File: src/sv/http_response_deframer_assert.svh
// assertion macros used by the deframer rtl
`ifndef HTTP_RESPONSE_DEFRAMER_ASSERT_SVH
`define HTTP_RESPONSE_DEFRAMER_ASSERT_SVH

// same-cycle implication, disabled in reset
`define HRD_ASSERT_NOW(lbl, ante, cons, msg) \
    lbl: assert property (@(posedge i_clk) disable iff (!i_rst_n) (ante) |-> (cons)) \
        else $error(msg);

// next-cycle implication, disabled in reset
`define HRD_ASSERT_NEXT(lbl, ante, cons, msg) \
    lbl: assert property (@(posedge i_clk) disable iff (!i_rst_n) (ante) |=> (cons)) \
        else $error(msg);

`endif

File: src/sv/hrd_pkg.sv
// types, character constants and byte classification for the deframer
package hrd_pkg;

    localparam logic [7:0] CH_CR    = 8'h0d;
    localparam logic [7:0] CH_LF    = 8'h0a;
    localparam logic [7:0] CH_COLON = 8'h3a;

    typedef struct packed {
        logic [7:0] in_byte;
        logic       restart;
        logic       last_byte;
    } t_item;

    typedef struct packed {
        logic        body_valid;
        logic [7:0]  body_byte;
        logic        status_valid;
        logic [15:0] resp_status;
        logic        message_done;
        logic        parse_error;
        logic        incomplete;
        logic [31:0] consumed_count;
    } t_result;

    // byte with its character classes worked out
    typedef struct packed {
        logic [7:0] in_byte;
        logic       restart;
        logic       last_byte;
        logic       is_cr;
        logic       is_lf;
        logic       is_ws;
        logic       is_blank;
        logic       is_dig;
        logic       is_hex;
        logic       is_colon;
        logic [3:0] hex_val;
        logic [7:0] lc;
    } t_cls;

    function automatic t_cls classify(logic [7:0] b, logic rs, logic lb);
        t_cls c;
        c.in_byte   = b;
        c.restart   = rs;
        c.last_byte = lb;
        c.is_cr     = (b == CH_CR);
        c.is_lf     = (b == CH_LF);
        c.is_blank  = (b == 8'h20) || (b == 8'h09);
        c.is_ws     = (b == 8'h20) || ((b >= 8'h09) && (b <= 8'h0d));
        c.is_dig    = (b >= 8'h30) && (b <= 8'h39);
        c.is_colon  = (b == CH_COLON);
        c.lc        = ((b >= 8'h41) && (b <= 8'h5a)) ? (b + 8'h20) : b;
        c.is_hex    = 1'b1;
        c.hex_val   = 4'd0;
        if (c.is_dig) begin
            c.hex_val = 4'(b - 8'h30);
        end else if ((b >= 8'h61) && (b <= 8'h66)) begin
            c.hex_val = 4'(b - 8'h57);
        end else if ((b >= 8'h41) && (b <= 8'h46)) begin
            c.hex_val = 4'(b - 8'h37);
        end else begin
            c.is_hex = 1'b0;
        end
        return c;
    endfunction

    // "content-length"
    function automatic logic [7:0] cl_char(logic [4:0] p);
        logic [7:0] r;
        case (p)
            5'd0:  r = 8'h63; 5'd1:  r = 8'h6f; 5'd2:  r = 8'h6e; 5'd3:  r = 8'h74;
            5'd4:  r = 8'h65; 5'd5:  r = 8'h6e; 5'd6:  r = 8'h74; 5'd7:  r = 8'h2d;
            5'd8:  r = 8'h6c; 5'd9:  r = 8'h65; 5'd10: r = 8'h6e; 5'd11: r = 8'h67;
            5'd12: r = 8'h74; 5'd13: r = 8'h68;
            default: r = 8'h00;
        endcase
        return r;
    endfunction

    // "transfer-encoding"
    function automatic logic [7:0] te_char(logic [4:0] p);
        logic [7:0] r;
        case (p)
            5'd0:  r = 8'h74; 5'd1:  r = 8'h72; 5'd2:  r = 8'h61; 5'd3:  r = 8'h6e;
            5'd4:  r = 8'h73; 5'd5:  r = 8'h66; 5'd6:  r = 8'h65; 5'd7:  r = 8'h72;
            5'd8:  r = 8'h2d; 5'd9:  r = 8'h65; 5'd10: r = 8'h6e; 5'd11: r = 8'h63;
            5'd12: r = 8'h6f; 5'd13: r = 8'h64; 5'd14: r = 8'h69; 5'd15: r = 8'h6e;
            5'd16: r = 8'h67;
            default: r = 8'h00;
        endcase
        return r;
    endfunction

    // "chunked"
    function automatic logic [7:0] ck_char(logic [2:0] p);
        logic [7:0] r;
        case (p)
            3'd0: r = 8'h63; 3'd1: r = 8'h68; 3'd2: r = 8'h75; 3'd3: r = 8'h6e;
            3'd4: r = 8'h6b; 3'd5: r = 8'h65; 3'd6: r = 8'h64;
            default: r = 8'h00;
        endcase
        return r;
    endfunction

endpackage

File: src/sv/http_response_deframer.sv
// top level of the http response deframer
// one response byte per transfer on the push side, one result per byte on the pop side.
// sustained rate is one byte per clock: the parser state machine in hrd_back retires
// a byte every cycle the output queue has room. a pushed byte is written into the input
// queue, parsed out of it by hrd_back, and its result is registered in the result queue,
// from which it is shown on the pop side. restart clears parse state ahead of its
// own byte; after message_done or parse_error bytes are counted as ignored (count
// frozen) until restart. content-length wins over chunked coding.
// LENGTH_BITS sets the width of body and chunk lengths.
module http_response_deframer #(
    parameter int LENGTH_BITS = 32
) (
    input  logic             i_clk,
    input  logic             i_rst_n,
    input  logic             push,
    output logic             full,
    input  hrd_pkg::t_item   i_item,
    output logic             empty,
    input  logic             pop,
    output hrd_pkg::t_result o_result
);
    // front to back queue
    logic          q_full, q_wr, q_empty, q_rd;
    hrd_pkg::t_cls q_din, q_dout;
    // back to output queue
    logic             o_full_int, res_push;
    hrd_pkg::t_result res;

    hrd_front u_front (
        .push     (push),
        .full     (full),
        .i_item   (i_item),
        .i_q_full (q_full),
        .o_q_wr   (q_wr),
        .o_cls    (q_din)
    );

    hrd_fifo #(.WIDTH($bits(hrd_pkg::t_cls)), .DEPTH(2)) u_cls_q (
        .i_clk   (i_clk),
        .i_rst_n (i_rst_n),
        .i_wr    (q_wr),
        .i_data  (q_din),
        .o_full  (q_full),
        .i_rd    (q_rd),
        .o_empty (q_empty),
        .o_data  (q_dout)
    );

    hrd_back #(.LENGTH_BITS(LENGTH_BITS)) u_back (
        .i_clk      (i_clk),
        .i_rst_n    (i_rst_n),
        .i_empty    (q_empty),
        .i_cls      (q_dout),
        .o_pop      (q_rd),
        .i_out_full (o_full_int),
        .o_push     (res_push),
        .o_result   (res)
    );

    // result queue parts the parser from the consumer
    hrd_fifo #(.WIDTH($bits(hrd_pkg::t_result)), .DEPTH(2)) u_res_q (
        .i_clk   (i_clk),
        .i_rst_n (i_rst_n),
        .i_wr    (res_push),
        .i_data  (res),
        .o_full  (o_full_int),
        .i_rd    (pop),
        .o_empty (empty),
        .o_data  (o_result)
    );
endmodule

File: src/sv/hrd_fifo.sv
// small first-word-fall-through queue in flip-flops
module hrd_fifo #(
    parameter int WIDTH = 8,
    parameter int DEPTH = 2
) (
    input  logic             i_clk,
    input  logic             i_rst_n,
    input  logic             i_wr,
    input  logic [WIDTH-1:0] i_data,
    output logic             o_full,
    input  logic             i_rd,
    output logic             o_empty,
    output logic [WIDTH-1:0] o_data
);
    localparam int AW = (DEPTH > 1) ? $clog2(DEPTH) : 1;
    localparam int CW = $clog2(DEPTH + 1);

    logic [WIDTH-1:0] r_mem [DEPTH];
    logic [AW-1:0]    r_wp, r_rp;
    logic [CW-1:0]    r_cnt;
    logic             wr_ok, rd_ok;

    assign o_full  = (r_cnt == CW'(DEPTH));
    assign o_empty = (r_cnt == '0);
    assign o_data  = r_mem[r_rp];
    assign wr_ok   = i_wr && !o_full;
    assign rd_ok   = i_rd && !o_empty;

    always_ff @(posedge i_clk) begin
        if (wr_ok) begin
            r_mem[r_wp] <= i_data;
        end
    end

    always_ff @(posedge i_clk) begin
        if (!i_rst_n) begin
            r_wp  <= '0;
            r_rp  <= '0;
            r_cnt <= '0;
        end else begin
            if (wr_ok) begin
                r_wp <= (r_wp == AW'(DEPTH - 1)) ? '0 : r_wp + 1'b1;
            end
            if (rd_ok) begin
                r_rp <= (r_rp == AW'(DEPTH - 1)) ? '0 : r_rp + 1'b1;
            end
            r_cnt <= r_cnt + CW'(wr_ok) - CW'(rd_ok);
        end
    end
endmodule

File: src/sv/hrd_front.sv
// front end: takes response bytes and tags their character classes
module hrd_front (
    input  logic          push,
    output logic          full,
    input  hrd_pkg::t_item i_item,
    input  logic          i_q_full,
    output logic          o_q_wr,
    output hrd_pkg::t_cls o_cls
);
    assign full   = i_q_full;
    assign o_q_wr = push && !i_q_full;
    assign o_cls  = hrd_pkg::classify(i_item.in_byte, i_item.restart, i_item.last_byte);
endmodule

File: src/sv/hrd_back.sv
// back end: response parse state machine, one classified byte per step
`include "http_response_deframer_assert.svh"
module hrd_back #(
    parameter int LENGTH_BITS = 32
) (
    input  logic             i_clk,
    input  logic             i_rst_n,
    input  logic             i_empty,
    input  hrd_pkg::t_cls    i_cls,
    output logic             o_pop,
    input  logic             i_out_full,
    output logic             o_push,
    output hrd_pkg::t_result o_result
);
    localparam int LB = LENGTH_BITS;
    localparam int NW = (LENGTH_BITS > 17) ? LENGTH_BITS : 17;

    typedef enum logic [26:0] {
        P_SL_LEAD  = 27'd1 << 0,  P_SL_VER   = 27'd1 << 1,  P_SL_GAP   = 27'd1 << 2,
        P_SL_CODE  = 27'd1 << 3,  P_SL_REASON= 27'd1 << 4,  P_SL_BAD   = 27'd1 << 5,
        P_H_NAME   = 27'd1 << 6,  P_CL_LEAD  = 27'd1 << 7,  P_CL_DIG   = 27'd1 << 8,
        P_CL_TAIL  = 27'd1 << 9,  P_CL_BAD   = 27'd1 << 10, P_TE_LEAD  = 27'd1 << 11,
        P_TE_MATCH = 27'd1 << 12, P_TE_TRAIL = 27'd1 << 13, P_TE_BAD   = 27'd1 << 14,
        P_H_SKIP   = 27'd1 << 15, P_BODY     = 27'd1 << 16, P_CK_LEAD  = 27'd1 << 17,
        P_CK_DIG   = 27'd1 << 18, P_CK_TAIL  = 27'd1 << 19, P_CK_BAD   = 27'd1 << 20,
        P_CK_DATA  = 27'd1 << 21, P_CK_CR    = 27'd1 << 22, P_CK_LF    = 27'd1 << 23,
        P_TRAILER  = 27'd1 << 24, P_DONE     = 27'd1 << 25, P_ERR      = 27'd1 << 26
    } t_phase;

    typedef struct packed {
        t_phase        phase;
        logic          pend_cr;
        logic [15:0]   status;
        logic [NW-1:0] num;
        logic          dig_seen;
        logic [LB-1:0] len_val;
        logic          len_seen;
        logic          len_ok;
        logic          chunked;
        logic [4:0]    name_pos;
        logic [1:0]    cand;
        logic [2:0]    val_pos;
        logic [LB-1:0] remain;
        logic [31:0]   count;
        logic          f_status;
        logic          f_done;
    } t_st;

    function automatic t_st rst_st();
        t_st s;
        s          = '0;
        s.phase    = P_SL_LEAD;
        s.cand     = 2'b11;
        return s;
    endfunction

    function automatic t_st new_line(t_st s_in);
        t_st s;
        s          = s_in;
        s.phase    = P_H_NAME;
        s.name_pos = '0;
        s.cand     = 2'b11;
        return s;
    endfunction

    function automatic t_st finish(t_st s_in);
        t_st s;
        s        = s_in;
        s.phase  = P_DONE;
        s.f_done = 1'b1;
        return s;
    endfunction

    function automatic t_st line_char(t_st s_in, hrd_pkg::t_cls c);
        t_st             s;
        logic [NW+3:0]   t;
        logic [NW-1:0]   d;
        s = s_in;
        d = NW'(c.hex_val);
        t = ({4'd0, s.num} << 3) + ({4'd0, s.num} << 1) + {4'd0, d};
        case (s.phase)
            P_SL_LEAD: if (!c.is_ws) s.phase = P_SL_VER;
            P_SL_VER:  if (c.is_ws) s.phase = P_SL_GAP;
            P_SL_GAP: begin
                if (c.is_dig) begin
                    s.num   = d;
                    s.phase = P_SL_CODE;
                end else if (!c.is_ws) begin
                    s.phase = P_SL_BAD;
                end
            end
            P_SL_CODE: begin
                if (c.is_dig) begin
                    // saturate just past the legal range
                    s.num = (t > (NW+4)'(65536)) ? NW'(65536) : t[NW-1:0];
                end else begin
                    s.phase = P_SL_REASON;
                end
            end
            P_H_NAME: begin
                if (c.is_colon) begin
                    if (s.cand[0] && s.name_pos == 5'd14) begin
                        s.phase = P_CL_LEAD;
                        s.num   = '0;
                    end else if (s.cand[1] && s.name_pos == 5'd17) begin
                        s.phase   = P_TE_LEAD;
                        s.val_pos = '0;
                    end else begin
                        s.phase = P_H_SKIP;
                    end
                end else begin
                    if (s.name_pos >= 5'd14 || c.lc != hrd_pkg::cl_char(s.name_pos)) begin
                        s.cand[0] = 1'b0;
                    end
                    if (s.name_pos >= 5'd17 || c.lc != hrd_pkg::te_char(s.name_pos)) begin
                        s.cand[1] = 1'b0;
                    end
                    if (s.name_pos < 5'd31) s.name_pos = s.name_pos + 5'd1;
                end
            end
            P_CL_LEAD: begin
                if (c.is_dig) begin
                    s.num   = d;
                    s.phase = P_CL_DIG;
                end else if (!c.is_ws) begin
                    s.phase = P_CL_BAD;
                end
            end
            P_CL_DIG: begin
                if (!c.is_dig) begin
                    s.phase = P_CL_TAIL;
                end else if (t[NW+3:LB] != '0) begin
                    s.phase = P_CL_BAD;
                end else begin
                    s.num = t[NW-1:0];
                end
            end
            P_TE_LEAD, P_TE_MATCH: begin
                if (s.phase == P_TE_LEAD && c.is_blank) begin
                    s.phase = P_TE_LEAD;
                end else if (s.val_pos < 3'd7 && c.in_byte == hrd_pkg::ck_char(s.val_pos)) begin
                    s.phase   = P_TE_MATCH;
                    s.val_pos = s.val_pos + 3'd1;
                end else if (s.val_pos == 3'd7 && c.is_blank) begin
                    s.phase = P_TE_TRAIL;
                end else begin
                    s.phase = P_TE_BAD;
                end
            end
            P_TE_TRAIL: if (!c.is_blank) s.phase = P_TE_BAD;
            P_CK_LEAD: begin
                if (c.is_hex) begin
                    s.num   = d;
                    s.phase = P_CK_DIG;
                end else if (!c.is_ws) begin
                    s.phase = P_CK_BAD;
                end
            end
            P_CK_DIG: begin
                if (!c.is_hex) begin
                    s.phase = P_CK_TAIL;
                end else if (s.num[LB-1:LB-4] != 4'd0) begin
                    s.phase = P_CK_BAD;
                end else begin
                    s.num = NW'({s.num[LB-5:0], c.hex_val});
                end
            end
            P_TRAILER: s.dig_seen = 1'b1;
            default: ;
        endcase
        return s;
    endfunction

    function automatic t_st headers_end(t_st s_in);
        t_st s;
        s = s_in;
        if (s.len_seen) begin
            if (!s.len_ok) begin
                s.phase = P_ERR;
            end else if (s.len_val == '0) begin
                s = finish(s);
            end else begin
                s.remain = s.len_val;
                s.phase  = P_BODY;
            end
        end else if (s.chunked) begin
            s.phase = P_CK_LEAD;
        end else begin
            s = finish(s);
        end
        return s;
    endfunction

    function automatic t_st line_end(t_st s_in);
        t_st s;
        s = s_in;
        case (s.phase)
            P_SL_CODE, P_SL_REASON: begin
                if (s.num > NW'(65535)) begin
                    s.phase = P_ERR;
                end else begin
                    s.status   = s.num[15:0];
                    s.f_status = 1'b1;
                    s          = new_line(s);
                end
            end
            P_SL_LEAD, P_SL_VER, P_SL_GAP, P_SL_BAD, P_CK_LEAD, P_CK_BAD: s.phase = P_ERR;
            P_H_NAME: begin
                if (s.name_pos == '0) s = headers_end(s);
                else s.phase = P_ERR;
            end
            P_CL_LEAD, P_CL_DIG, P_CL_TAIL, P_CL_BAD: begin
                s.len_seen = 1'b1;
                s.len_ok   = (s.phase == P_CL_DIG) || (s.phase == P_CL_TAIL);
                s.len_val  = s.len_ok ? s.num[LB-1:0] : '0;
                s          = new_line(s);
            end
            P_TE_LEAD, P_TE_MATCH, P_TE_TRAIL, P_TE_BAD: begin
                s.chunked = (s.phase == P_TE_MATCH && s.val_pos == 3'd7) ||
                            (s.phase == P_TE_TRAIL);
                s = new_line(s);
            end
            P_H_SKIP: s = new_line(s);
            P_CK_DIG, P_CK_TAIL: begin
                if (s.num == '0) begin
                    s.phase    = P_TRAILER;
                    s.dig_seen = 1'b0;
                end else begin
                    s.remain = s.num[LB-1:0];
                    s.phase  = P_CK_DATA;
                end
            end
            P_TRAILER: begin
                if (!s.dig_seen) s = finish(s);
                s.dig_seen = 1'b0;
            end
            default: ;
        endcase
        return s;
    endfunction

    t_st              r_st, n_st, cur;
    logic             body_v, live;
    hrd_pkg::t_cls    cr_cls;

    assign cr_cls = hrd_pkg::classify(hrd_pkg::CH_CR, 1'b0, 1'b0);
    assign o_pop  = !i_empty && !i_out_full;
    assign o_push = o_pop;

    always_comb begin
        cur        = i_cls.restart ? rst_st() : r_st;
        n_st       = cur;
        n_st.f_status = 1'b0;
        n_st.f_done   = 1'b0;
        body_v     = 1'b0;
        live       = (cur.phase != P_DONE) && (cur.phase != P_ERR);
        if (live) begin
            n_st.count = cur.count + 32'd1;
            if (cur.phase == P_BODY || cur.phase == P_CK_DATA) begin
                body_v      = 1'b1;
                n_st.remain = cur.remain - 1'b1;
                if (n_st.remain == '0) begin
                    if (cur.phase == P_BODY) n_st = finish(n_st);
                    else n_st.phase = P_CK_CR;
                end
            end else if (cur.phase == P_CK_CR) begin
                n_st.phase = i_cls.is_cr ? P_CK_LF : P_ERR;
            end else if (cur.phase == P_CK_LF) begin
                n_st.phase = i_cls.is_lf ? P_CK_LEAD : P_ERR;
            end else if (cur.pend_cr) begin
                if (i_cls.is_lf) begin
                    n_st.pend_cr = 1'b0;
                    n_st         = line_end(n_st);
                end else begin
                    // the held cr was a plain line character
                    n_st = line_char(n_st, cr_cls);
                    if (i_cls.is_cr) begin
                        n_st.pend_cr = 1'b1;
                    end else begin
                        n_st.pend_cr = 1'b0;
                        n_st         = line_char(n_st, i_cls);
                    end
                end
            end else if (i_cls.is_cr) begin
                n_st.pend_cr = 1'b1;
            end else begin
                n_st = line_char(n_st, i_cls);
            end
        end
        o_result.body_valid     = body_v;
        o_result.body_byte      = body_v ? i_cls.in_byte : 8'd0;
        o_result.status_valid   = n_st.f_status;
        o_result.resp_status    = n_st.f_status ? n_st.status : 16'd0;
        o_result.message_done   = n_st.f_done;
        o_result.parse_error    = (n_st.phase == P_ERR);
        o_result.incomplete     = i_cls.last_byte && (n_st.phase != P_DONE) &&
                                  (n_st.phase != P_ERR);
        o_result.consumed_count = n_st.count;
    end

    always_ff @(posedge i_clk) begin
        if (!i_rst_n) begin
            r_st <= rst_st();
        end else if (o_pop) begin
            r_st <= n_st;
        end
    end

    `HRD_ASSERT_NEXT(a_done_state, o_pop && o_result.message_done, r_st.phase == P_DONE, "done without done state")
    `HRD_ASSERT_NEXT(a_err_state, o_pop && o_result.parse_error, r_st.phase == P_ERR, "error flag without error state")
    `HRD_ASSERT_NEXT(a_count_frozen, o_pop && !i_cls.restart && (r_st.phase == P_DONE || r_st.phase == P_ERR), $stable(r_st.count), "count moved after end of response")
    `HRD_ASSERT_NOW(a_body_phase, o_pop && o_result.body_valid, cur.phase == P_BODY || cur.phase == P_CK_DATA, "body byte outside body")
endmodule

File: config.mk
export PLATFORM = sky130hd
export DESIGN_NAME = http_response_deframer
export DESIGN_NICKNAME = d
export VERILOG_FILES = /design/src/sv/hrd_pkg.sv /design/src/sv/http_response_deframer.sv /design/src/sv/hrd_fifo.sv /design/src/sv/hrd_front.sv /design/src/sv/hrd_back.sv
export VERILOG_INCLUDE_DIRS = /design/src /design/src/sv
export SDC_FILE = /design/constraint.sdc
export NUM_CORES = 1
export LEC_CHECK = 0
export BUFFER_PORTS_ARGS = -buffer_cell sky130_fd_sc_hd__buf_4
export CORE_ASPECT_RATIO = 1.25
export CORE_UTILIZATION = 30
export DETAILED_ROUTE_END_ITERATION = 8
export PLACE_DENSITY = 0.42
export SLEW_MARGIN = 20
export SYNTH_ARGS = -nofsm -noshare
export SYNTH_HDL_FRONTEND = slang
export SYNTH_HIERARCHICAL = 1
export SYNTH_SLANG_ARGS = --single-unit
File: constraint.sdc
create_clock -name i_clk -period 7.3 [get_ports i_clk]
set_clock_uncertainty 0.15 [all_clocks]
set_input_delay 1.46 -clock i_clk [delete_from_list [all_inputs] [get_ports i_clk]]
set_output_delay 1.46 -clock i_clk [all_outputs]
set_load 0.02 [all_outputs]
=== Yosys cells after proc, flatten, opt, wreduce, memory -nomap -nowiden ===
Memory sizes are Yosys's and may differ from the RTL's. A register that Yosys moved wholly into a read port is not among the register bits.
Cells that the tools add are included.

* Add/subtract/negate cells: 22
* Bitwise operators: 0
* Shift-type cells: 0
* Reductions and logical operators: 63
* Eq/ne operators: 77
* Divide/modulo/power cells: 0
* $mul: 0
* Multiplexer cells: 261
* $lt $le $gt $ge: 20

{| class="wikitable"
|+ Operators with widths
! cell !! number
|-
| 2-to-1 mux 188 bit || 8
|-
| 2-to-1 mux 27 bit || 47
|-
| 2-to-1 mux 32 bit || 29
|-
| 2-to-1 mux 8 bit || 77
|-
| one-hot mux 27 bit (11 select lines) || 2
|-
| 2-to-1 mux 161 bit || 3
|-
| one-hot mux 32 bit (6 select lines) || 2
|-
| one-hot mux 27 bit (6 select lines) || 2
|-
| 2-to-1 mux 144 bit || 2
|-
| one-hot mux 45 bit (6 select lines) || 1
|-
| 2-to-1 mux 160 bit || 1
|-
| one-hot mux 49 bit (3 select lines) || 1
|-
| one-hot mux 32 bit (4 select lines) || 1
|-
| one-hot mux 34 bit (3 select lines) || 1
|-
| one-hot mux 7 bit (7 select lines) || 2
|-
| logical NOT 32 bit || 3
|-
| 2-to-1 mux 16 bit || 5
|-
| 2-to-1 mux 26 bit || 3
|-
| 2-to-1 mux 78 bit || 1
|-
| 2-to-1 mux 7 bit || 11
|-
| 2-to-1 mux 77 bit || 1
|-
| 2-to-1 mux 15 bit || 5
|-
| adder 35 x 33 -> 36 bit || 2
|-
| adder 36 x 4 -> 36 bit || 2
|-
| other kinds (80) || 231
|}

* Input bits: 14
* Register bits after elaboration: 196
* Output and inout bits: 63
* Word-level logic and storage cells: 473
* Latch bits: 0
* Memory bits (writable): 180
* Memories kept: 8
* Bits in read-only memories: 1,008

{| class="wikitable"
|+ Memory list
! memory !! depth !! width !! rd ports !! clocked after Yosys merged registers in !! write ports !! line !! RTL
|-
| (name not given) || 32 || 7 || 1 || 0 || 0 || hrd_pkg.sv:83 || <nowiki>case (p)</nowiki>
|-
| (name not given) || 32 || 7 || 1 || 0 || 0 || hrd_pkg.sv:83 ||
|-
| (name not given) || 32 || 7 || 1 || 0 || 0 || hrd_pkg.sv:83 ||
|-
| u_res_q.r_mem || 2 || 61 || 1 || 1 || 1 || hrd_fifo.sv:18 || <nowiki>logic [WIDTH-1:0] r_mem [DEPTH];</nowiki>
|-
| (name not given) || 16 || 7 || 1 || 0 || 0 || hrd_pkg.sv:70 || <nowiki>case (p)</nowiki>
|-
| (name not given) || 16 || 7 || 1 || 0 || 0 || hrd_pkg.sv:70 ||
|-
| 2 more memories || n/a || n/a || n/a || n/a || n/a || n/a ||
|}

=== Longest topological paths before layout ===
Gate-level depths: netlist of run 1.

* Word-level depth: 46
* Gate-level depth with buffers: 27

=== Cells and area by module ===
The synthesis of run 1 kept the hierarchy.

{| class="wikitable"
|+ By module, submodules not included
! module !! area an instance (um^2) !! cells each !! times used
|-
| hrd_back || 17,847.1 || 2,597 || 1
|-
| hrd_fifo (u_res_q) || 4,941.0 || 217 || 1
|-
| hrd_fifo (u_cls_q) || 2,367.3 || 117 || 1
|-
| hrd_front || 516.7 || 76 || 1
|}

=== Least setup slack after synthesis of run 1 ===
OpenSTA, ideal clock, no wires.

* Path type: flip-flop to flip-flop
* Start: reg with a tool-made name
* End: reg u_back/r_st[135] in the netlist's numbering
* Cell stages (with the launch flop): 28
* Data arrival time: 6.117 ns
* Buffers on the path: 12
* Required time: 7.033 ns
* Path slack: 0.916 ns
* Path through: dfxtp_1 -> buf_6 -> mux2_2 -> clkbuf_1 -> buf_2 -> buf_2 -> buf_2 -> buf_2 -> buf_2 -> clkbuf_8 -> clkbuf_1 -> clkbuf_1 -> nor2b_1 -> ha_1 -> ha_1 -> clkbuf_1 -> o21ai_0 -> o211ai_1 -> a31oi_1 -> a2111oi_0 -> o31a_1 -> o21ai_0 -> or4_1 -> buf_2 -> a21boi_2 -> o221ai_1 -> a21o_1 -> a22o_1

{| class="wikitable"
|+ RTL lines
! item !! line !! RTL
|-
| to (signal assigned) || hrd_back.sv:303 || <nowiki>r_st <= rst_st();</nowiki>
|-
| to (signal assigned) || hrd_back.sv:305 || <nowiki>r_st <= n_st;</nowiki>
|-
| to (decl) || hrd_back.sv:242 || <nowiki>t_st r_st, n_st, cur;</nowiki>
|}

==> results of run 1 <==
critical path, cell delays in order, from the launching register on:
cell and delay [ns]:
dfxtp_1 0.38, mux2_8 0.50, inv_2 0.29, nand2_1 0.24, inv_1 0.20, ha_1 0.26
ha_1 0.36, a21oi_1 0.36, o211ai_1 0.20, a31oi_1 0.41, o211ai_1 0.20, buf_4 0.21
a311o_1 0.29, and2_1 0.18, or4_1 0.78, a21oi_1 0.40, nand2_1 0.23, and3_1 0.27
or3_1 0.35
layout by cell type, fill, tap and decap left out, types with 25 or more instances in the layout:
master and n:
clkbuf_16 46, nor2_1 310, nand2_1 279, or3_1 28, nor3_1 88, nand4_1 58
nor4_1 53, xor2_1 38, a21oi_1 198, nand3_1 67, mux2_4 70, and3_1 29
ha_1 88, and2_1 34, nor2b_1 55, dfxtp_1 179, o21ai_0 199, a21o_1 26
nand2b_1 25, a22oi_1 99, edfxtp_1 180, o211ai_1 33, xnor2_1 54, o22ai_1 29
inv_1 82, buf_4 144, a211oi_1 30, a31oi_1 33
how the worst max path moves through the flow:
| stage | from | endpoint | slack (ns) | depth (start not counted) |
|---|---|---|---|---|
| after floorplan | flop | u_back/r_st[135] | 0.92 | 27 |
| after global placement | flop | u_back/r_st[121] | 1.13 | 18 |
| after detailed placement | flop | u_back/r_st[121] | 1.01 | 18 |
| after CTS | flop | u_back/r_st[121] | 1.0 | 18 |
| after global routing | flop | u_back/r_st[121] | 0.55 | 18 |
| final | flop | u_back/r_st[121] | 0.88 | 18 |
metrics by stage:
| stage | setup WS, ns | utilization [%] |
|---|---|---|
| floorplan | 0.9161 | - |
| global placement | 1.126 | 31.74 |
| detailed placement | 1.006 | 31.76 |
| CTS | 0.9985 | 33.42 |
| global route | 0.5545 | 33.42 |
| finish | 0.8837 | 33.42 |
cell families (layout without fill, tap and decap cells):
family                   after synthesis  after routing  synth area share (%)
adder cells (fa/ha/maj)               89             89                 4.367
multiplexers                         113            113                 5.927
XOR/XNOR                              92             92                 3.139
AND/OR/NAND/NOR                     1133           1133                 22.00
buffers and inverters                345            311                 6.940
flip-flops                           360            360                 35.09
AO/OA/AOI/OAI                        875            875                 22.54
power groups by stage:
stage	Clock, mW	Combinational, mW	Sequential [mW]
after detailed placement	0	4.89	2.92
final	2.19	4.93	2.87
after global placement	0	4.90	2.90
after floorplan	0	3.43	2.75
after CTS	2.27	4.91	2.88
after global routing	2.34	5.28	2.92
state kept, by name, summed over array words and instances, names as in the netlist, named ones only:
signal	flops
u_cls_q/r_rp	1
u_back/r_st	170
u_res_q/r_rp	1
u_res_q/r_mem	122
u_cls_q/r_cnt	2
u_cls_q/r_wp	1
u_cls_q/r_mem	58
u_res_q/r_wp	1
u_res_q/r_cnt	2
area by class of cell:
type	count	area [µm²]	area share, %
Inverter	86	327.8	1.162
Timing Repair Buffer	147	1141	4.044
Multi-Input combinational cell	2302	14970	53.04
Tap cell	1089	1363	4.829
Clock inverter	19	186.4	0.6607
Sequential cell	360	9012	31.94
Clock buffer	59	1220	4.324
metal layers:
metal	track usage, %	part of all wire [%]	vias up
met5	0	0	-
met4	9.293	4.1	0
met3	2.796	4.6	199
met2	39.29	48	810
met1	29.14	43	11886
li1	-	-	11057
==> summary.txt, run 1 <==
FFs w/ async S/R, synth: 0%
Clk pwr share: 22.0%
worst reg2reg setup slack: 0.88 ns
sw frac: 45.02%
total power: 9.992 mW
Slew @ Worst Pin: 1.098 ns
Highest Clock Rate: 0.1559 GHz
Total GRT Usage: 22.92%
Area Overhead vs Synth: 9.908%
Reg power frac: 28.7%
final hold slack: 0.3063 ns
RSZ-0062 raised after global routing: no
leading post-synthesis cells by cell area: edfxtp_1, dfxtp_1, nor2_1
CTS Buffer Depth: 3
PostCTS Resize Cnt: 0
TritonRoute pass-1 iters: 8
Synth top area share: 21.05%
nets: 3,042
# H-tree levels: 2
via/cell ratio: 5.897
Slew Limit Fails: 0
reg2reg end: u_back/r_st[121]
antenna-violating nets left: 0
top-count cell post-synth: nor2_1
Peak VDD IR: 0.2390 mV
syn_nets: 3,110
initial core utilization: 30.41%
number of global-route vias before repair: 23,216
placed cells: 3,984
drt drc: 0
Hold Crit Depth: 2
outcome: finished, final reports clean
min-delay src: u_back/r_st[2]
crit path DAT: 6.74 ns
Core Region: 84,420 µm²
most frequent cells after synthesis: nor2_1, nand2_1, o21ai_0
max_slew headroom: 26.02%
design area: 28,220 µm²
Hold-fix buffers, CTS: 0
die height: 329.1 µm
I/O pins: 77
Reg2Reg Depth: 18
Pwr Density: 354.1 nW/µm²
initial antenna violation count: 1
row cnt: 119
Syn. warnings: 6
DR WL/cell: 25.07 µm
cell leakage power: 10.41 nW
crit share post-route: 87.89%
Logic pwr share: 49.3%
syn avg cell area: 8.537 µm²
Final setup viols: 0
Reg clk slew, reported paths: 0.06 ns
internal power: 5.493 mW
Setup TNS Final: 0 ns
total CTS buffers: 42
Synth cell types: 110
CP Capture Type: flop
setup bufs post-CTS: 0
Cells after Synth: 3,007
Data required, critical path: 7.62 ns
TritonCTS Sinks: 360
CTS tree: built
Max Cap Viol: 0
crit start category: flop
Placer Congestion: 0.9443
CTS Root Cell: clkbuf_16
Hold Fails Final Rpt: 0
number of diodes: 0
pin count of the biggest net entering global routing: 97
Primary FF master, synth: edfxtp_1
Worst Setup Path Type: reg2reg
FF+latch count, synth: 360
area leader, netlist: edfxtp_1
Hold Path End: u_back/r_st[2]
PortBufs: 76
Clk Latency, worst-skew pair: 0.59 ns
layout cell share with drive strength beyond 1: 12.45%
Filler Cell Count: 8,810
Synth Cell Area: 25,670 µm²
WL final: 101.8 mm
Sw Pwr: 4.499 mW
Post-DP Area: 26,810 µm²
initial drt markers: 2,215
Post-synth EDFFs: 180
DIE WIDTH: 263.6 µm
sequential area share after synthesis: 35.09%
DP HPWL: 74.37 mm
die area: 86,760 µm²
post-route insts no fill: 4,062
Hold Path Class: reg2reg
worst-path maximum fanout: 36
global-route wire length before repair: 152.5 mm
routed via count: 23,952
min cycle time layout: 6.416 ns
grt ovf: 0
Note: power is estimated with default switching activity, not from simulation.
==> run 2: changes to the inputs <==
RECOVER_POWER = 100   (was not set)
==> run 2 against run 1 <==
  * The flow now finishes with violations (capacitance limit, slew limit)
  * Count of clock-buffer cells in the layout stayed put
  * Wire length down 0.14%
  * Register-to-register slack worse by 0.33 ns
  * Maximum frequency shrank 4.8%
  * Die area did not move
  * Total power down 1.9%
  * Non-clock buffer count stayed put
  * Critical path type unchanged
==> summary.txt, run 2 (synthesis gave the netlist of run 1 again) <==
CTS tree: built
Clk Latency, worst-skew pair: 0.59 ns (about the same)
row cnt: 119 (unchanged)
total CTS buffers: 42 (unchanged)
die area: 86,760 µm² (unchanged)
DR WL/cell: 25.03 µm (-0.14%)
crit-path max cell delay: 0.77 ns (about the same)
crit path DAT: 7.12 ns (+0.38 ns)
Slew Limit Fails: 256 (+256)
grt ovf: 0 (unchanged)
antenna-violating nets left: 0 (unchanged)
WL final: 101.7 mm (-0.14%)
Area Overhead vs Synth: 8.446%
PostCTS Resize Cnt: 0 (unchanged)
pin count of the biggest net entering global routing: 97 (unchanged)
initial drt markers: 2,226 (+0.50%)
Slew @ Worst Pin: 2.176 ns (+1.078 ns)
crit share post-route: 92.35% (+4.5 points)
Max Cap Viol: 9 (+9)
TritonCTS Sinks: 360 (unchanged)
cell leakage power: 10.12 nW (-2.8%)
commonest non-fill, non-tap cell in the layout: nor2_1
Placer Congestion: 0.9443 (unchanged)
Pwr Density: 352.2 nW/µm² (-0.53%)
DIE WIDTH: 263.6 µm (unchanged)
Slowest-stage cell, CP: or4_1
DP HPWL: 74.37 mm (unchanged)
Hold-fix buffers, CTS: 0 (unchanged)
design area: 27,840 µm² (-1.3%)
max_slew headroom: -45.88% (-72 points)
CP Capture Type: flop
Hold Path Class: reg2reg
PortBufs: 76 (unchanged)
Highest Clock Rate: 0.1483 GHz (-4.8%)
Reg clk slew, reported paths: 0.06 ns (about the same)
CTS Buffer Depth: 3 (unchanged)
worst-path maximum fanout: 36 (unchanged)
total power: 9.806 mW (-1.9%)
max reg flops: 170 (unchanged)
placed cells: 3,984 (unchanged)
Setup TNS Final: 0 ns (unchanged)
initial core utilization: 30.41% (unchanged)
Data required, critical path: 7.68 ns (+0.06 ns)
Total GRT Usage: 22.92% (unchanged)
TritonRoute pass-1 iters: 6 (-2)
number of global-route vias before repair: 23,216 (unchanged)
die height: 329.1 µm (unchanged)
Hold Fails Final Rpt: 0 (unchanged)
Filler Cell Count: 8,861 (+0.58%)
post-route insts no fill: 4,062 (unchanged)
Worst Setup Path Type: reg2reg
initial antenna violation count: 1 (unchanged)
largest registers: u_back/r_st: 170 flops, u_res_q/r_mem: 122 flops, u_cls_q/r_mem: 58 flops
WP buf/inv: 3 (unchanged)
post-placement setup slack: 1.006 ns (unchanged)
Core Region: 84,420 µm² (unchanged)
setup bufs post-CTS: 0 (unchanged)
Peak VDD IR: 0.2385 mV (-0.20%)
drt drc: 0 (unchanged)
RSZ-0062 raised after global routing: no
nets: 3,042 (unchanged)
failing checks: capacitance limit, slew limit
Post-DP Area: 26,810 µm² (unchanged)
layout cell share with drive strength beyond 1: 9.183% (-3.3 points)
PnR worst setup slack: 0.5583 ns (-0.3254 ns)
most frequent cells in the layout: nor2_1, nand2_1, o21ai_0
number of diodes: 0 (unchanged)
crit start category: flop
global-route wire length before repair: 152.5 mm (unchanged)
I/O pins: 77 (unchanged)
cells along the critical path: mux2_8 -> inv_1 -> nand2_1 -> inv_1 -> ha_1 -> ha_1 -> a21oi_1 -> o211ai_1 -> a31oi_1 -> o211ai_1 -> buf_4 -> a311o_1 -> and2_0 -> or4_1 -> nor2_1 -> a31o_1 -> and3_1 -> a221o_1
routed via count: 23,854 (-0.41%)
Final setup viols: 0 (unchanged)
final hold slack: 0.3096 ns (+0.003253 ns)
Top reg by flops: u_back/r_st
# H-tree levels: 2 (unchanged)
outcome: finished with violations
via/cell ratio: 5.872 (-0.41%)
min cycle time layout: 6.742 ns (+0.3254 ns)
Crit path max-delay family: simple AND/OR/NAND/NOR gates
CTS Root Cell: clkbuf_16
Final Util: 32.98% (-0.44 points)
## run 2: path summary, 6_finish.rpt
path	start	endpoint	slack (ns)	depth (start not counted)
min reg2reg	u_back/r_st[2]	u_back/r_st[2]	0.31	2
min	u_back/r_st[2]	u_back/r_st[2]	0.31	2
max	flop	u_back/r_st[120]	0.56	18
max reg2reg	flop	u_back/r_st[120]	0.56	18
## run 2: area by class of cell
type / count / area (µm²) / share of cell area (%)
clock inverters: 19 / 186.4 / 0.6696
inverters: 86 / 326.6 / 1.173
clock buffers: 59 / 1220 / 4.382
flip-flops and latches: 360 / 9009 / 32.36
well taps: 1089 / 1363 / 4.894
repair buffers: 147 / 1039 / 3.730
multi-input cells: 2302 / 14700 / 52.79
## run 2: metal layers
metal	wire [µm]	track usage (%)	part of all wire, %
met1	43750	29.14	43
met2	49030	39.29	48
met3	4691	2.796	4.6
met4	4208	9.293	4.1
met5	0	0	0
## run 2: worst reg2reg max path: stages (launching register included)
cell	delay [ns]
dfxtp_1	0.38
mux2_8	0.50
inv_1	0.48
nand2_1	0.30
inv_1	0.23
ha_1	0.26
ha_1	0.36
a21oi_1	0.36
o211ai_1	0.20
a31oi_1	0.43
o211ai_1	0.21
buf_4	0.21
a311o_1	0.29
and2_0	0.18
or4_1	0.77
nor2_1	0.62
a31o_1	0.43
and3_1	0.22
a221o_1	0.11
## run 2: power by group
group / total [mW] / internal, mW / switching [mW] / leakage, nW
logic: 4.75 / 1.48 / 3.27 / 6.29
clock network: 2.19 / 1.28 / 0.916 / 0.678
registers: 2.86 / 2.58 / 0.278 / 3.15
total: 9.81 / 5.34 / 4.46 / 10.1
==> run 3: changes to the inputs <==
BUFFER_PORTS_ARGS = -buffer_cell sky130_fd_sc_hd__buf_2   (was -buffer_cell sky130_fd_sc_hd__buf_4)
REMOVE_ABC_BUFFERS = 1   (was not set)
SKIP_CTS_REPAIR_TIMING = 1   (was not set)
==> run 3 against run 2 <==
  * The flow still finishes with violations (capacitance limit, slew limit)
  * Register-to-register slack got worse by 0.06 ns
  * Hold slack worse by 0.0073 ns
  * Core utilization fell by 0.13 points
  * Cell area is 0.41% lower
  * Clock power barely moved
  * Die area is the same
  * Critical endpoint is now u_res_q/r_mem[1][32]
==> summary.txt, run 3 (synthesis gave the netlist of run 1 again) <==
initial core utilization: 30.41% (unchanged)
number of diodes: 0 (unchanged)
Slew @ Worst Pin: 1.880 ns (-0.2960 ns)
Reg power frac: 29.8% (+0.6 points)
max reg flops: 170 (unchanged)
Core Region: 84,420 µm² (unchanged)
cell leakage power: 10.12 nW (about the same)
initial antenna violation count: 2 (+1)
max_slew headroom: -25.52% (+20 points)
routed via count: 23,904 (+0.21%)
CTS Buffer Depth: 3 (unchanged)
DIE WIDTH: 263.6 µm (unchanged)
CTS tree: built
die area: 86,760 µm² (unchanged)
sw frac: 45.74% (+0.23 points)
min cycle time layout: 6.802 ns (+0.06028 ns)
initial drt markers: 2,183 (-1.9%)
via/cell ratio: 5.860 (-0.21%)
CP Capture Type: flop
global-route wire length before repair: 149.8 mm (-1.7%)
Total GRT Usage: 22.44% (-0.48 points)
crit start category: flop
I/O pins: 77 (unchanged)
Hold Fails Final Rpt: 0 (unchanged)
crit path DAT: 6.98 ns (-0.14 ns)
Area Overhead vs Synth: 8.003%
worst-path maximum fanout: 37 (+2.8%)
DR WL/cell: 24.61 µm (-1.7%)
TritonCTS Sinks: 360 (unchanged)
DP HPWL: 74.25 mm (-0.17%)
Worst Setup Path Type: reg2reg
number of global-route vias before repair: 23,333 (+0.50%)
WL final: 100.4 mm (-1.3%)
die height: 329.1 µm (unchanged)
Slew Limit Fails: 273 (+6.6%)
total power: 9.643 mW (-1.7%)
Reg clk slew, reported paths: 0.06 ns (about the same)
total CTS buffers: 43 (+2.4%)
# H-tree levels: 2 (unchanged)
outcome: finished with violations
layout cell share with drive strength beyond 1: 9.498% (+0.32 points)
largest registers: u_back/r_st: 170 flops, u_res_q/r_mem: 122 flops, u_cls_q/r_mem: 58 flops
TritonRoute pass-1 iters: 6 (unchanged)
Data required, critical path: 7.48 ns (-0.20 ns)
PortBufs: 76 (unchanged)
Clk Latency, worst-skew pair: 0.59 ns (about the same)
Top reg by flops: u_back/r_st
Sw Pwr: 4.410 mW (-1.2%)
commonest non-fill, non-tap cell in the layout: nor2_1
design area: 27,730 µm² (-0.41%)
Final setup viols: 0 (unchanged)
Pwr Density: 347.8 nW/µm² (-1.3%)
nets: 3,058 (+0.53%)
row cnt: 119 (unchanged)
failing checks: capacitance limit, slew limit
grt ovf: 0 (unchanged)
drt drc: 0 (unchanged)
most frequent cells in the layout: nor2_1, nand2_1, o21ai_0
Filler Cell Count: 8,863 (+0.023%)
Highest Clock Rate: 0.1470 GHz (-0.89%)
RSZ-0062 raised after global routing: no
Clk pwr share: 22.6% (+0.2 points)
Post-DP Area: 26,690 µm² (-0.44%)
Peak VDD IR: 0.2128 mV (-11%)
CTS Root Cell: clkbuf_16
Placer Congestion: 0.9488 (+0.48%)
pin count of the biggest net entering global routing: 114 (+18%)
Final Util: 32.84% (-0.13 points)
internal power: 5.233 mW (-2.1%)
Logic pwr share: 47.5% (-0.9 points)
Max Cap Viol: 9 (unchanged)
antenna-violating nets left: 0 (unchanged)
crit share post-route: 93.18% (+0.83 points)
Hold Path Class: reg2reg
[run 3: worst max-delay path: stages (launching register included)]
cell and delay [ns]:
dfxtp_1 0.33, mux2_8 0.45, inv_2 0.26, clkbuf_1 0.41
nand2_1 0.30, ha_1 0.18, buf_4 0.23, and2b_1 0.23
or4b_2 0.71, nor4_1 0.29, mux2i_1 0.27, nor4_1 0.45
nand4_1 0.44, a31oi_1 0.39, nand4_1 0.16, nor4_1 0.54
nand4_1 0.40, o21a_1 0.29
[run 3: metrics by stage]
step | hold WS (ns) | instances | worst slack, ns | TNS [ns]
floorplan | 0.2818 | 2748 | -1.528 | -54.92
global placement | 0.2907 | 3999 | 1.104 | 0
detailed placement | 0.3009 | 3999 | 0.8679 | 0
CTS | 0.3089 | 4079 | 0.8137 | 0
global route | 0.3417 | 4079 | 0.1756 | 0
finish | 0.3023 | 4079 | 0.4980 | 0
[run 3: path summary, 6_finish.rpt]
| kind | slack (ns) | depth (start not counted) | endpoint | from |
|---|---|---|---|---|
| setup / recovery | 0.50 | 17 | u_res_q/r_mem[1][32] | flop |
| hold / removal | 0.30 | 2 | u_back/r_st[2] | u_back/r_st[2] |
| setup reg to reg | 0.50 | 17 | u_res_q/r_mem[1][32] | flop |
| hold reg to reg | 0.30 | 2 | u_back/r_st[2] | u_back/r_st[2] |
[run 3: power by group through the flow]
stage / registers, mW / logic [mW] / clock network (mW)
global placement: 2.92 / 4.74 / 0
finish: 2.88 / 4.58 / 2.18
floorplan: 2.88 / 3.03 / 0
CTS: 2.89 / 4.77 / 2.24
detailed placement: 2.93 / 4.75 / 0
global route: 2.93 / 4.94 / 2.32
[run 3: routing by layer]
layer	track usage (%)	wire [µm]
met1	28.48	43430
met5	0	12
met4	9.255	4021
met3	2.639	4861
met2	38.52	48040
[run 3: area by class of cell]
type / instances / area [µm²] / share of cell area (%)
Inverter: 86 / 326.6 / 1.178
Sequential cell: 360 / 9009 / 32.49
Clock inverter: 25 / 240.2 / 0.8664
Clock buffer: 55 / 1162 / 4.192
Timing Repair Buffer: 162 / 957.2 / 3.452
Multi-Input combinational cell: 2302 / 14670 / 52.91
Tap cell: 1089 / 1363 / 4.914
